`config.mk`:
```
export PLATFORM = sky130hd
export DESIGN_NAME = lsb_stego_stream_decoder_unit
export DESIGN_NICKNAME = d
export VERILOG_FILES = /design/src/design/lsd_pkg.sv /design/src/design/lsb_stego_stream_decoder_unit.sv /design/src/design/lsd_front.sv /design/src/design/lsd_queue.sv /design/src/design/lsd_back.sv
export SDC_FILE = /design/constraint.sdc
export NUM_CORES = 1
export LEC_CHECK = 0
export ABC_AREA = 1
export ABC_CLOCK_PERIOD_IN_PS = 3500
export BUFFER_PORTS_ARGS = -buffer_cell sky130_fd_sc_hd__buf_2
export CAP_MARGIN = 15
export CORE_ASPECT_RATIO = 1.2
export CORE_MARGIN = 2
export CORE_UTILIZATION = 60
export DETAILED_ROUTE_END_ITERATION = 6
export MAX_ROUTING_LAYER = met4
export PLACE_DENSITY = 0.8
export SLEW_MARGIN = 30
export SYNTH_ARGS = -nofsm -noshare
export SYNTH_HDL_FRONTEND = slang
export SYNTH_SLANG_ARGS = --single-unit
```
`constraint.sdc`:
```
create_clock -name aclk -period 3.5 [get_ports aclk]
set_input_delay 0.7 -clock aclk [delete_from_list [all_inputs] [get_ports aclk]]
set_output_delay 0.7 -clock aclk [all_outputs]
set_load 0.01 [all_outputs]
```
`src/design/lsd_pkg.sv`:
```
package lsd_pkg;

    localparam int LENGTH_BITS      = 32;
    localparam int CHAR_BITS        = 8;
    localparam int MAGIC_MAX_LENGTH = 8;
    localparam int MAGIC_IDX_W      = (MAGIC_MAX_LENGTH > 1) ? $clog2(MAGIC_MAX_LENGTH) : 1;
    localparam int MAGIC_LEN_W      = 4;
    localparam int MAGIC_VALUE_W    = 64;
    localparam int HEADER_LEN_W     = 16;
    localparam int BIT_COUNT_W      = $clog2(LENGTH_BITS);
    localparam int KIND_W           = 3;
    localparam int CFG_INDEX_W      = 2;
    localparam int CFG_DATA_W       = 64;
    localparam int QUEUE_DEPTH      = 4;
    localparam int QUEUE_PTR_W      = $clog2(QUEUE_DEPTH);

    localparam logic [HEADER_LEN_W-1:0] HEADER_LEN_RESET = HEADER_LEN_W'(54);

    // Configuration register indexes.
    localparam logic [CFG_INDEX_W-1:0] CFG_HEADER_LENGTH = 2'd0;
    localparam logic [CFG_INDEX_W-1:0] CFG_MAGIC_LENGTH  = 2'd1;
    localparam logic [CFG_INDEX_W-1:0] CFG_MAGIC_VALUE   = 2'd2;

    // Result kinds.
    localparam logic [KIND_W-1:0] KIND_MAGIC_LEN  = 3'd0;
    localparam logic [KIND_W-1:0] KIND_MAGIC_CHR  = 3'd1;
    localparam logic [KIND_W-1:0] KIND_EXT_LEN    = 3'd2;
    localparam logic [KIND_W-1:0] KIND_EXT_CHR    = 3'd3;
    localparam logic [KIND_W-1:0] KIND_DATA_LEN   = 3'd4;
    localparam logic [KIND_W-1:0] KIND_DATA_BYTE  = 3'd5;
    localparam logic [KIND_W-1:0] KIND_MISMATCH   = 3'd6;

    // One classified beat handed from the front end to the parser.
    typedef struct packed {
        logic restart;   // first beat of a new image
        logic has_bit;   // beat carries a hidden bit
        logic bit_val;   // the hidden bit
    } lsd_entry_t;

endpackage

```
`src/design/lsb_stego_stream_decoder_unit.sv`:
```
// An accepted beat is stored in the queue; the parser pops it and registers its result on m_*.
// One byte per cycle while s_ready is high, each moving at most one hidden bit through the parser.
// A four-entry queue parts the front end from the parser; while m_ready is low it takes four more
// entries behind a waiting result before s_ready drops.
// Reset (aresetn low, synchronous) restores header_length to 54, clears the magic registers,
// empties the queue and output register, and parses the next byte as the start of an image.
module lsb_stego_stream_decoder_unit import lsd_pkg::*; (
    input  logic                   aclk,
    input  logic                   aresetn,
    input  logic                   s_valid,
    output logic                   s_ready,
    input  logic [7:0]             s_image_byte,
    input  logic                   s_image_start,
    output logic                   m_valid,
    input  logic                   m_ready,
    output logic [KIND_W-1:0]      m_kind,
    output logic [LENGTH_BITS-1:0] m_value,
    output logic                   m_last,
    input  logic                   cfg_valid,
    output logic                   cfg_ready,
    input  logic [CFG_INDEX_W-1:0] cfg_index,
    input  logic [CFG_DATA_W-1:0]  cfg_data
);

    logic [HEADER_LEN_W-1:0]  header_length_reg;
    logic [MAGIC_LEN_W-1:0]   magic_length_reg;
    logic [MAGIC_VALUE_W-1:0] magic_value_reg;
    logic [MAGIC_LEN_W-1:0]   magic_length_sat;

    logic       push;
    logic       pop;
    logic       queue_full;
    logic       queue_empty;
    lsd_entry_t push_entry;
    lsd_entry_t pop_entry;

    // Configuration writes are always accepted, as cfg_ready is tied high. A magic length in the low
    // MAGIC_LEN_W bits above the supported maximum is clipped to the maximum; an unknown index is dropped.
    assign cfg_ready        = 1'b1;
    assign magic_length_sat = (cfg_data[MAGIC_LEN_W-1:0] > MAGIC_LEN_W'(MAGIC_MAX_LENGTH))
                              ? MAGIC_LEN_W'(MAGIC_MAX_LENGTH) : cfg_data[MAGIC_LEN_W-1:0];

    always_ff @(posedge aclk) begin
        if (!aresetn) begin
            header_length_reg <= HEADER_LEN_RESET;
            magic_length_reg  <= '0;
            magic_value_reg   <= '0;
        end else if (cfg_valid && cfg_ready) begin
            case (cfg_index)
                CFG_HEADER_LENGTH: header_length_reg <= cfg_data[HEADER_LEN_W-1:0];
                CFG_MAGIC_LENGTH:  magic_length_reg  <= magic_length_sat;
                CFG_MAGIC_VALUE:   magic_value_reg   <= cfg_data[MAGIC_VALUE_W-1:0];
                default: begin
                end
            endcase
        end
    end

    // The front end counts off the header bytes and turns each beat after them into one
    // hidden bit. A start mark that falls inside the header still goes to the parser
    // so that it can restart.
    lsd_front u_front (
        .aclk          (aclk),
        .aresetn       (aresetn),
        .s_valid       (s_valid),
        .s_ready       (s_ready),
        .s_image_byte  (s_image_byte),
        .s_image_start (s_image_start),
        .header_length (header_length_reg),
        .queue_full    (queue_full),
        .push          (push),
        .push_entry    (push_entry)
    );

    lsd_queue u_queue (
        .aclk       (aclk),
        .aresetn    (aresetn),
        .push       (push),
        .push_entry (push_entry),
        .pop        (pop),
        .pop_entry  (pop_entry),
        .full       (queue_full),
        .empty      (queue_empty)
    );

    // The parser assembles fields from the bits, checks the magic string, and
    // drives the output register. It takes one queue entry whenever the output
    // register is free or being emptied.
    lsd_back u_back (
        .aclk         (aclk),
        .aresetn      (aresetn),
        .entry        (pop_entry),
        .queue_empty  (queue_empty),
        .pop          (pop),
        .magic_length (magic_length_reg),
        .magic_value  (magic_value_reg),
        .m_valid      (m_valid),
        .m_ready      (m_ready),
        .m_kind       (m_kind),
        .m_value      (m_value),
        .m_last       (m_last)
    );

endmodule

```
`src/design/lsd_front.sv`:
```
module lsd_front import lsd_pkg::*; (
    input  logic                    aclk,
    input  logic                    aresetn,
    input  logic                    s_valid,
    output logic                    s_ready,
    input  logic [7:0]              s_image_byte,
    input  logic                    s_image_start,
    input  logic [HEADER_LEN_W-1:0] header_length,
    input  logic                    queue_full,
    output logic                    push,
    output lsd_entry_t              push_entry
);

    logic                    in_skip_reg, in_skip_next;
    logic [HEADER_LEN_W-1:0] skip_count_reg, skip_count_next;
    logic                    accept;
    logic                    skipping;
    logic [HEADER_LEN_W-1:0] count_now;

    assign s_ready = !queue_full;
    assign accept  = s_valid && s_ready;

    always_comb begin
        in_skip_next    = in_skip_reg;
        skip_count_next = skip_count_reg;
        push            = 1'b0;
        push_entry      = '{restart: s_image_start, has_bit: 1'b0, bit_val: s_image_byte[0]};
        skipping        = s_image_start ? 1'b1 : in_skip_reg;
        count_now       = s_image_start ? '0 : skip_count_reg;
        if (accept) begin
            if (skipping && (count_now < header_length)) begin
                // Header byte: only a start mark has to reach the parser.
                in_skip_next    = 1'b1;
                skip_count_next = count_now + 1'b1;
                push            = s_image_start;
            end else begin
                in_skip_next       = 1'b0;
                skip_count_next    = count_now;
                push               = 1'b1;
                push_entry.has_bit = 1'b1;
            end
        end
    end

    always_ff @(posedge aclk) begin
        if (!aresetn) begin
            in_skip_reg    <= 1'b1;
            skip_count_reg <= '0;
        end else begin
            in_skip_reg    <= in_skip_next;
            skip_count_reg <= skip_count_next;
        end
    end

endmodule

```
`src/design/lsd_queue.sv`:
```
module lsd_queue import lsd_pkg::*; (
    input  logic       aclk,
    input  logic       aresetn,
    input  logic       push,
    input  lsd_entry_t push_entry,
    input  logic       pop,
    output lsd_entry_t pop_entry,
    output logic       full,
    output logic       empty
);

    lsd_entry_t             mem [QUEUE_DEPTH];
    logic [QUEUE_PTR_W-1:0] wr_ptr_reg, rd_ptr_reg;
    logic [QUEUE_PTR_W:0]   count_reg, count_next;

    assign full      = (count_reg == (QUEUE_PTR_W+1)'(QUEUE_DEPTH));
    assign empty     = (count_reg == '0);
    assign pop_entry = mem[rd_ptr_reg];

    always_comb begin
        count_next = count_reg;
        if (push && !pop) begin
            count_next = count_reg + 1'b1;
        end else if (pop && !push) begin
            count_next = count_reg - 1'b1;
        end
    end

    always_ff @(posedge aclk) begin
        if (push) begin
            mem[wr_ptr_reg] <= push_entry;
        end
    end

    always_ff @(posedge aclk) begin
        if (!aresetn) begin
            wr_ptr_reg <= '0;
            rd_ptr_reg <= '0;
            count_reg  <= '0;
        end else begin
            if (push) begin
                wr_ptr_reg <= wr_ptr_reg + 1'b1;
            end
            if (pop) begin
                rd_ptr_reg <= rd_ptr_reg + 1'b1;
            end
            count_reg <= count_next;
        end
    end

endmodule

```
`src/design/lsd_back.sv`:
```
module lsd_back import lsd_pkg::*; (
    input  logic                     aclk,
    input  logic                     aresetn,
    input  lsd_entry_t               entry,
    input  logic                     queue_empty,
    output logic                     pop,
    input  logic [MAGIC_LEN_W-1:0]   magic_length,
    input  logic [MAGIC_VALUE_W-1:0] magic_value,
    output logic                     m_valid,
    input  logic                     m_ready,
    output logic [KIND_W-1:0]        m_kind,
    output logic [LENGTH_BITS-1:0]   m_value,
    output logic                     m_last
);

    localparam logic [2:0] PH_MLEN = 3'd1;
    localparam logic [2:0] PH_MCHR = 3'd2;
    localparam logic [2:0] PH_ELEN = 3'd3;
    localparam logic [2:0] PH_ECHR = 3'd4;
    localparam logic [2:0] PH_DLEN = 3'd5;
    localparam logic [2:0] PH_DATA = 3'd6;
    localparam logic [2:0] PH_DONE = 3'd7;

    logic [2:0]             phase_reg, phase_next;
    logic [BIT_COUNT_W-1:0] bit_count_reg, bit_count_next;
    logic [LENGTH_BITS-1:0] acc_reg, acc_next;
    logic [LENGTH_BITS-1:0] item_count_reg, item_count_next;
    logic [LENGTH_BITS-1:0] field_length_reg, field_length_next;
    logic                   mismatch_reg, mismatch_next;
    logic                   m_valid_reg, m_valid_next;
    logic [KIND_W-1:0]      m_kind_reg;
    logic [LENGTH_BITS-1:0] m_value_reg;
    logic                   m_last_reg;

    logic                   out_free;
    logic                   res_valid;
    logic [KIND_W-1:0]      res_kind;
    logic [LENGTH_BITS-1:0] res_value;
    logic                   res_last;
    logic [LENGTH_BITS-1:0] acc_shift;
    logic [2:0]             phase_cur;
    logic                   wide;
    logic                   complete;
    logic [LENGTH_BITS-1:0] field_value;
    logic [LENGTH_BITS-1:0] item_inc;
    logic [CHAR_BITS-1:0]   expected;

    assign out_free = !m_valid_reg || m_ready;
    assign pop      = !queue_empty && out_free;
    // Bits enter at the top, so the field ends up left-aligned at the top.
    assign acc_shift   = {entry.bit_val, acc_reg[LENGTH_BITS-1:1]};
    // Phase that the popped bit belongs to, after a start mark has been applied.
    assign phase_cur   = (pop && entry.restart) ? PH_MLEN : phase_reg;
    assign wide        = (phase_cur == PH_MLEN) || (phase_cur == PH_ELEN)
                         || (phase_cur == PH_DLEN);
    assign field_value = wide ? acc_shift
                              : {{(LENGTH_BITS-CHAR_BITS){1'b0}},
                                 acc_shift[LENGTH_BITS-1 -: CHAR_BITS]};
    assign item_inc    = item_count_reg + 1'b1;

    always_comb begin
        expected = '0;
        if (item_count_reg < LENGTH_BITS'(MAGIC_MAX_LENGTH)) begin
            expected = magic_value[item_count_reg[MAGIC_IDX_W-1:0]*CHAR_BITS +: CHAR_BITS];
        end
    end

    always_comb begin
        phase_next        = phase_reg;
        bit_count_next    = bit_count_reg;
        acc_next          = acc_reg;
        item_count_next   = item_count_reg;
        field_length_next = field_length_reg;
        mismatch_next     = mismatch_reg;
        res_valid         = 1'b0;
        res_kind          = KIND_MISMATCH;
        res_value         = '0;
        res_last          = 1'b0;
        complete          = 1'b0;
        if (pop && entry.restart) begin
            phase_next        = PH_MLEN;
            bit_count_next    = '0;
            item_count_next   = '0;
            field_length_next = '0;
            mismatch_next     = 1'b0;
        end
        if (pop && entry.has_bit && (phase_next != PH_DONE)) begin
            if (mismatch_next) begin
                phase_next = PH_DONE;
                res_valid  = 1'b1;
                res_kind   = KIND_MISMATCH;
                res_last   = 1'b1;
            end else begin
                acc_next = acc_shift;
                complete = wide ? (bit_count_next == BIT_COUNT_W'(LENGTH_BITS-1))
                                : (bit_count_next == BIT_COUNT_W'(CHAR_BITS-1));
                if (!complete) begin
                    bit_count_next = bit_count_next + 1'b1;
                end else begin
                    bit_count_next = '0;
                    res_valid      = 1'b1;
                    res_value      = field_value;
                    case (phase_next)
                        PH_MLEN: begin
                            res_kind          = KIND_MAGIC_LEN;
                            field_length_next = field_value;
                            item_count_next   = '0;
                            if (field_value != LENGTH_BITS'(magic_length)) begin
                                mismatch_next = 1'b1;
                            end else begin
                                phase_next = (field_value != '0) ? PH_MCHR : PH_ELEN;
                            end
                        end
                        PH_MCHR: begin
                            res_kind = KIND_MAGIC_CHR;
                            if (field_value[CHAR_BITS-1:0] != expected) begin
                                mismatch_next = 1'b1;
                            end
                            item_count_next = item_inc;
                            if (item_inc == field_length_reg) begin
                                phase_next = PH_ELEN;
                            end
                        end
                        PH_ELEN: begin
                            res_kind          = KIND_EXT_LEN;
                            field_length_next = field_value;
                            item_count_next   = '0;
                            phase_next        = (field_value != '0) ? PH_ECHR : PH_DLEN;
                        end
                        PH_ECHR: begin
                            res_kind        = KIND_EXT_CHR;
                            item_count_next = item_inc;
                            if (item_inc == field_length_reg) begin
                                phase_next = PH_DLEN;
                            end
                        end
                        PH_DLEN: begin
                            res_kind          = KIND_DATA_LEN;
                            field_length_next = field_value;
                            item_count_next   = '0;
                            if (field_value == '0) begin
                                phase_next = PH_DONE;
                                res_last   = 1'b1;
                            end else begin
                                phase_next = PH_DATA;
                            end
                        end
                        PH_DATA: begin
                            res_kind        = KIND_DATA_BYTE;
                            item_count_next = item_inc;
                            if (item_inc == field_length_reg) begin
                                phase_next = PH_DONE;
                                res_last   = 1'b1;
                            end
                        end
                        default: begin
                            res_valid  = 1'b0;
                            phase_next = PH_DONE;
                        end
                    endcase
                end
            end
        end
    end

    always_comb begin
        m_valid_next = m_valid_reg;
        if (out_free) begin
            m_valid_next = res_valid;
        end
    end

    always_ff @(posedge aclk) begin
        if (!aresetn) begin
            phase_reg        <= PH_MLEN;
            bit_count_reg    <= '0;
            item_count_reg   <= '0;
            field_length_reg <= '0;
            mismatch_reg     <= 1'b0;
            m_valid_reg      <= 1'b0;
        end else begin
            phase_reg        <= phase_next;
            bit_count_reg    <= bit_count_next;
            item_count_reg   <= item_count_next;
            field_length_reg <= field_length_next;
            mismatch_reg     <= mismatch_next;
            m_valid_reg      <= m_valid_next;
        end
    end

    always_ff @(posedge aclk) begin
        acc_reg <= acc_next;
        if (res_valid) begin
            m_kind_reg  <= res_kind;
            m_value_reg <= res_value;
            m_last_reg  <= res_last;
        end
    end

    assign m_valid = m_valid_reg;
    assign m_kind  = m_kind_reg;
    assign m_value = m_value_reg;
    assign m_last  = m_last_reg;

endmodule
```
# Word-level counts from Yosys, hierarchy flattened
# Memories as Yosys holds them, arrays and structs flattened. A register that Yosys moved wholly into a read port is not among the register bits.
# Cells that the tools add are included.
dict set report totals {
  latchBits 0
  romBits 0
  input_bits 80
  ramBits 12
  n_memories 1
  reg_bits 250
}
dict set report op_classes {
  magnitude_cmp 3
  n_bitwise 3
  div 0
  eq_ne 15
  reduce_logical 29
  n_mul 0
  mux 61
  shift 1
  addsub 7
}
# memory depth width read_ports rd_ports_with_merged_regs wr line
set memory_table {}
lappend memory_table {u_queue.mem 4 3 1 1 1 lsd_queue.sv:12} ;# lsd_entry_t mem [QUEUE_DEPTH];
# op count
set op_table {}
lappend op_table {{2-to-1 mux 32 bit} 10}
lappend op_table {{case mux 32 bit (2 select lines)} 1}
lappend op_table {{variable part select 64 x 7 -> 8 bit} 1}
lappend op_table {{case mux 3 bit (6 select lines)} 2}
lappend op_table {{adder 32 x 1 -> 32 bit (second input constant)} 1}
lappend op_table {{== test 32 bit} 1}
lappend op_table {{logical NOT 32 bit} 1}
lappend op_table {{< comparator 32 x 4 -> 1 bit (second input constant)} 1}
lappend op_table {{2-to-1 mux 16 bit} 2}
lappend op_table {{!= test 32 x 4 -> 1 bit} 1}
lappend op_table {{nonzero test 32 bit} 1}
lappend op_table {{2-to-1 mux 3 bit} 10}
lappend op_table {{2-to-1 mux 1 bit} 26}
lappend op_table {{2-to-1 mux 5 bit} 4}
lappend op_table {{adder 16 x 1 -> 16 bit (second input constant)} 1}
lappend op_table {{< comparator 16 bit} 1}
lappend op_table {{== test 3 bit (second input constant)} 4}
lappend op_table {{OR reduction 3 bit} 3}
lappend op_table {{logical AND 1 bit} 8}
lappend op_table {{2-to-1 mux 8 bit} 1}
lappend op_table {{!= test 8 bit} 1}
lappend op_table {{AND reduction 2 bit} 4}
lappend op_table {{== test 3 x 2 -> 1 bit (second input constant)} 2}
lappend op_table {{OR reduction 6 bit} 1}
lappend op_table {{other kinds (20)} 31}

# Logic depth before layout (Yosys ltp)
dict set report logic_depth {
  word_depth 16
  ltp_mapped 23
}

# By module
# A second synthesis with hierarchy kept.
dict set report unflattened {
  cells_unflattened 2069
  area_unflattened_um2 14377.5
}
# module area_per_inst_um2 cells_each n_inst seq_area_each_um2
set modules_own_cells {}
lappend modules_own_cells {lsd_back 8536.9 1210 1 3493.4}
lappend modules_own_cells {lsb_stego_stream_decoder_unit 3435.8 525 1 1681.6}
lappend modules_own_cells {lsd_front 1519.0 247 1 340.3}
lappend modules_own_cells {lsd_queue 885.8 87 1 540.5}

# Least setup slack after synthesis
# No wires, ideal clock.
dict set report synth_path {
  path_type {in2reg}
  from {in m_ready}
  to {reg u_back.m_kind_reg[0] (netlist: u_back.m_kind[0]) (enable)}
  setup_ps 394
  cell_stages 12
  slack_ps 280
  n_path_buf 0
  t_arrival_ps 2825
  cell_sequence {nor2_1 -> a21oi_4 -> nand2_4 -> inv_2 -> nor2_1 -> ha_1 -> inv_1 -> nor3_2 -> nand2_2 -> nor2_1 -> nand2_1 -> nand2_1}
}
dict set report synth_between {
  elab_chain_len 11
}
# item line
set synth_lines {}
lappend synth_lines {{start: declaration} lsb_stego_stream_decoder_unit.sv:15} ;# input logic m_ready,
lappend synth_lines {{logical OR 1 bit (*)} lsd_back.sv:48} ;# assign out_free = !m_valid_reg || m_ready;
lappend synth_lines {{logical AND 1 bit (*)} lsd_back.sv:49} ;# assign pop = !queue_empty && out_free;
lappend synth_lines {{parallel branches: the longest is 8 deep, another holds OR reduction 6 bit} n/a}
lappend synth_lines {{2-to-1 mux 1 bit (*)} lsd_back.sv:87} ;# if (pop && entry.has_bit && (phase_next != PH_DONE)) begin
lappend synth_lines {{via u_back.res_valid} lsd_back.sv:36} ;# logic res_valid;
lappend synth_lines {{end signal: assignment} lsd_back.sv:194} ;# m_kind_reg <= res_kind;
lappend synth_lines {{end: declaration} lsd_back.sv:31} ;# logic [KIND_W-1:0] m_kind_reg;
# Mark *: on every way through the listed nets, which the timed path passes.
# A chain may end at the register's enable or synchronous reset.

# Worst setup path in the final report
dict set report layout_path {
  from {reg u_back.item_count_reg[0]}
  to {reg u_back.m_last_reg (netlist: u_back.m_last) (data pin)}
}
dict set report layout_between {
  elab_chain_len 6
}
# item line
set layout_lines {}
lappend layout_lines {{start: declaration} lsd_back.sv:27} ;# logic [LENGTH_BITS-1:0] item_count_reg, item_count_next;
lappend layout_lines {{start signal: assignment} lsd_back.sv:184} ;# item_count_reg <= item_count_next;
lappend layout_lines {{adder 32 x 1 -> 32 bit} lsd_back.sv:59} ;# assign item_inc = item_count_reg + 1'b1;
lappend layout_lines {{== test 32 bit} lsd_back.sv:151} ;# if (item_inc == field_length_reg) begin
lappend layout_lines {{2-to-1 mux 1 bit} lsd_back.sv:151}
lappend layout_lines {{case mux 1 bit (2 select lines)} lsd_back.sv:103} ;# case (phase_next)
lappend layout_lines {{2-to-1 mux 1 bit} lsd_back.sv:97} ;# if (!complete) begin
lappend layout_lines {{2-to-1 mux 1 bit} lsd_back.sv:88} ;# if (mismatch_next) begin
lappend layout_lines {{end signal: assignment} lsd_back.sv:196} ;# m_last_reg <= res_last;
lappend layout_lines {{end: declaration} lsd_back.sv:33} ;# logic m_last_reg;
# No other way between the ends.

==> out/metrics.cfg <==
[worst_setup_path]
crit_family = simple AND/OR/NAND/NOR gates
crit_type = flip-flop to flip-flop
cp.depth = 17
worst_r2r_startpoint = u_back.item_count_reg[0]$_SDFF_PN0_
crit_slowest_cell = dfxtp_1
cp_max_fo = 16
crit_chain = buf_4 -> nand3_1 -> nor2_1 -> nand3_1 -> o21ai_0 -> nand2_1 -> nand2_1 -> nand2_1 -> nor2_1 -> nand2_1 -> nor2_1 -> nand3_1 -> nor2_1 -> nand3_1 -> nand2_1 -> nand2_1 -> nand2_1
worst_path_most_repeated_cell = nand2_1
crit_end = u_back.m_last$_SDFFCE_PN0P_
rr_endpoint = u_back.m_last$_SDFFCE_PN0P_
endpoint_kind = flip-flop
worst_ep_arrival_time_ns = 3.48
critical_path.startpoint = u_back.item_count_reg[0]$_SDFF_PN0_
path_buf_inv = 1
reg2reg_depth = 17
worstPathRequired_ns = 3.87
cp-start-kind = flip-flop
slowest_delay_ns = 0.41
r2r_slack_ns = 0.38

[sta]
drv_slew = 0
finalSetupViolations = 0
tightest_slew_ns = 0.6370
fin_worst_skew_ns = 0.02448
fmax_ghz = 0.3207
holdWs_ns = 0.3925
rsz0062_at_grt = no
fin_crit_sh = 0.8909
min_period_ns = 3.118
relSlewSlack = 0.5753
tns_ns = 0
report.final.hold_viol_count = 0

[placement]
place_inst = 2055
io_buffers = 110
dpl.hpwl_um = 24170
routabilityCongestion = 0.9797

[pwr]
power_density_nw_per_um2 = 560.6
peakVddDrop_uv = 461.7
p_leak_nw = 6.073

[grt]
grt_pass1_vias = 11000
grt_usage = 0.2970
overflow = 0
grt_pass1_wl_um = 53610
grt_max_degree = 114
antenna_found_initial = 0

[clocking]
clockBufferDepth = 3
cts_resized = 0
clk_latency_ns = 0.54
path_clk_slew_ns = 0.06
cts_setup_buffers = 0
cts_tree = yes
cts_sinks = 263
htree_levels = 1
cts_root_buf = clkbuf_16
numCtsBuffers = 26
postCtsHoldBufs = 0

[hold_path]
hp-class = input pin to flip-flop

[yosys]
synth_common_cells = 290 x nand2_1, 247 x inv_1, 184 x dfxtp_1
yosysTopAreaCellShare = 0.2821
ys.flop_type = dfxtp_1
synth_edf_count = 79
synth_cells = 1710
synth-seq-cells = 263
syn_avg_cell_area_um2 = 7.635
syn_area_um2 = 13060
yosysMostFrequentCell = nand2_1
yosys.area.top_type = dfxtp_1
yosysWarnings = 0
yosysSeqAreaShare = 0.4638
synth.area.top_cells = dfxtp_1 28%, edfxtp_1 18%, nand2_1 8.3%
synthArstFlopShare = 0
post_synth_num_cell_types = 48
synthesis.nets = 1814

[final_layout]
drive_gt1_frac = 0.1279
antenna_cells = 0
fin_util = 0.6892
syn_to_final_growth_pct = 13.79
largest_register_ffs = 64
nets = 1914
final_cells = 2104

[floorplanning]
core_um2 = 21560
fp.dieW_um = 138.7
ios = 119
floorplan.initialDensity = 0.6057
fp-row-count = 59
die_h_um = 165.6
dieArea_um2 = 22960

[drt]
dr.pass1.iters = 6
wl_um = 33870
routedWlPerCell_um = 16.10
ant_nets = 0
drc = 0
drtIter0Drc = 746
vias = 11760
viasPerCell = 5.588

[outcome]
status = complete, no violations

[flow_run]
maxCapViolCount = 0

==> logic make-up after synthesis <==
kind of cell,Yosys count,synth area share
AOI/OAI and AO/OA,388,0.1603
xor gates and xnor gates,37,0.02587
adders and majority gates,24,0.02357
buffers and inverters,330,0.09947
DFF,263,0.4638
other,1,0.0002872
and+or+nand+nor,667,0.2266
==> layer usage <==
layer	global-route usage	wire, µm	part of all wire	vias up
met2	0.5263	17230	0.51	372
met1	0.3390	13420	0.40	5467
li1	-	-	-	5827
met5	-	0	0	-
met3	0.03172	1597	0.047	92
met4	0.1478	1632	0.048	0
==> area by class of cell <==
cell class	instances	area [µm²]
Timing Repair Buffer	145	870.8
Multi-Input combinational cell	1117	5717
Fill cell	1829	6699
Clock buffer	32	724.4
Inverter	257	969.7
Tap cell	274	342.8
Sequential cell	263	6056
Clock inverter	16	176.4
==> through the flow <==
stage,area (µm²),worst slack [ns],power [mW]
floorplan,13060,0.2803,4.922
global placement,13930,0.1432,5.366
detailed placement,13930,0.09681,5.420
CTS,14830,0.4631,8.336
global route,14860,0.05776,8.694
finish,14860,0.3817,8.329
==> report_power, final <==
part | leakage [nW] | switching [mW] | internal [mW]
Clock | 0.443 | 1.22 | 1.71
Sequential | 2.24 | 0.248 | 3.57
Combinational | 3.39 | 1.17 | 0.413
==> worst min path at each step <==
stage | startpoint | end | slack, ns | cells after the start
floorplan | magic_value_reg[12]$_SDFFE_PN0P_ | magic_value_reg[12]$_SDFFE_PN0P_ | 0.42 | 2
global placement | u_back.acc_reg[4]$_DFFE_PP_ | u_back.acc_reg[3]$_DFFE_PP_ | 0.43 | 0
detailed placement | magic_value_reg[53]$_SDFFE_PN0P_ | magic_value_reg[53]$_SDFFE_PN0P_ | 0.43 | 2
CTS | s_image_byte[0] | u_queue.mem[0][0]$_DFFE_PP_ | 0.38 | 1
global route | s_image_byte[0] | u_queue.mem[0][0]$_DFFE_PP_ | 0.39 | 1
finish | s_image_byte[0] | u_queue.mem[0][0]$_DFFE_PP_ | 0.39 | 1
==> cells in the final DEF, fill, tap and decap left out, types with 5 or more instances in the layout <==
cell type  instances
nor3_1            25
o211ai_1          14
edfxtp_1          79
buf_2            110
nand4_1           24
clkbuf_16         27
buf_4             31
xnor2_1           16
nor4_1            10
nand3_1          101
dfxtp_1          184
nand2_2            6
or2_2              5
xor2_1            20
nand2_1          289
inv_1            247
a211oi_1           9
o21ai_0          155
ha_1              23
nor2_4            17
a31oi_1           21
a21oi_1          170
inv_2              5
nor2_1           179
Power figures use the tool's default switching activity.
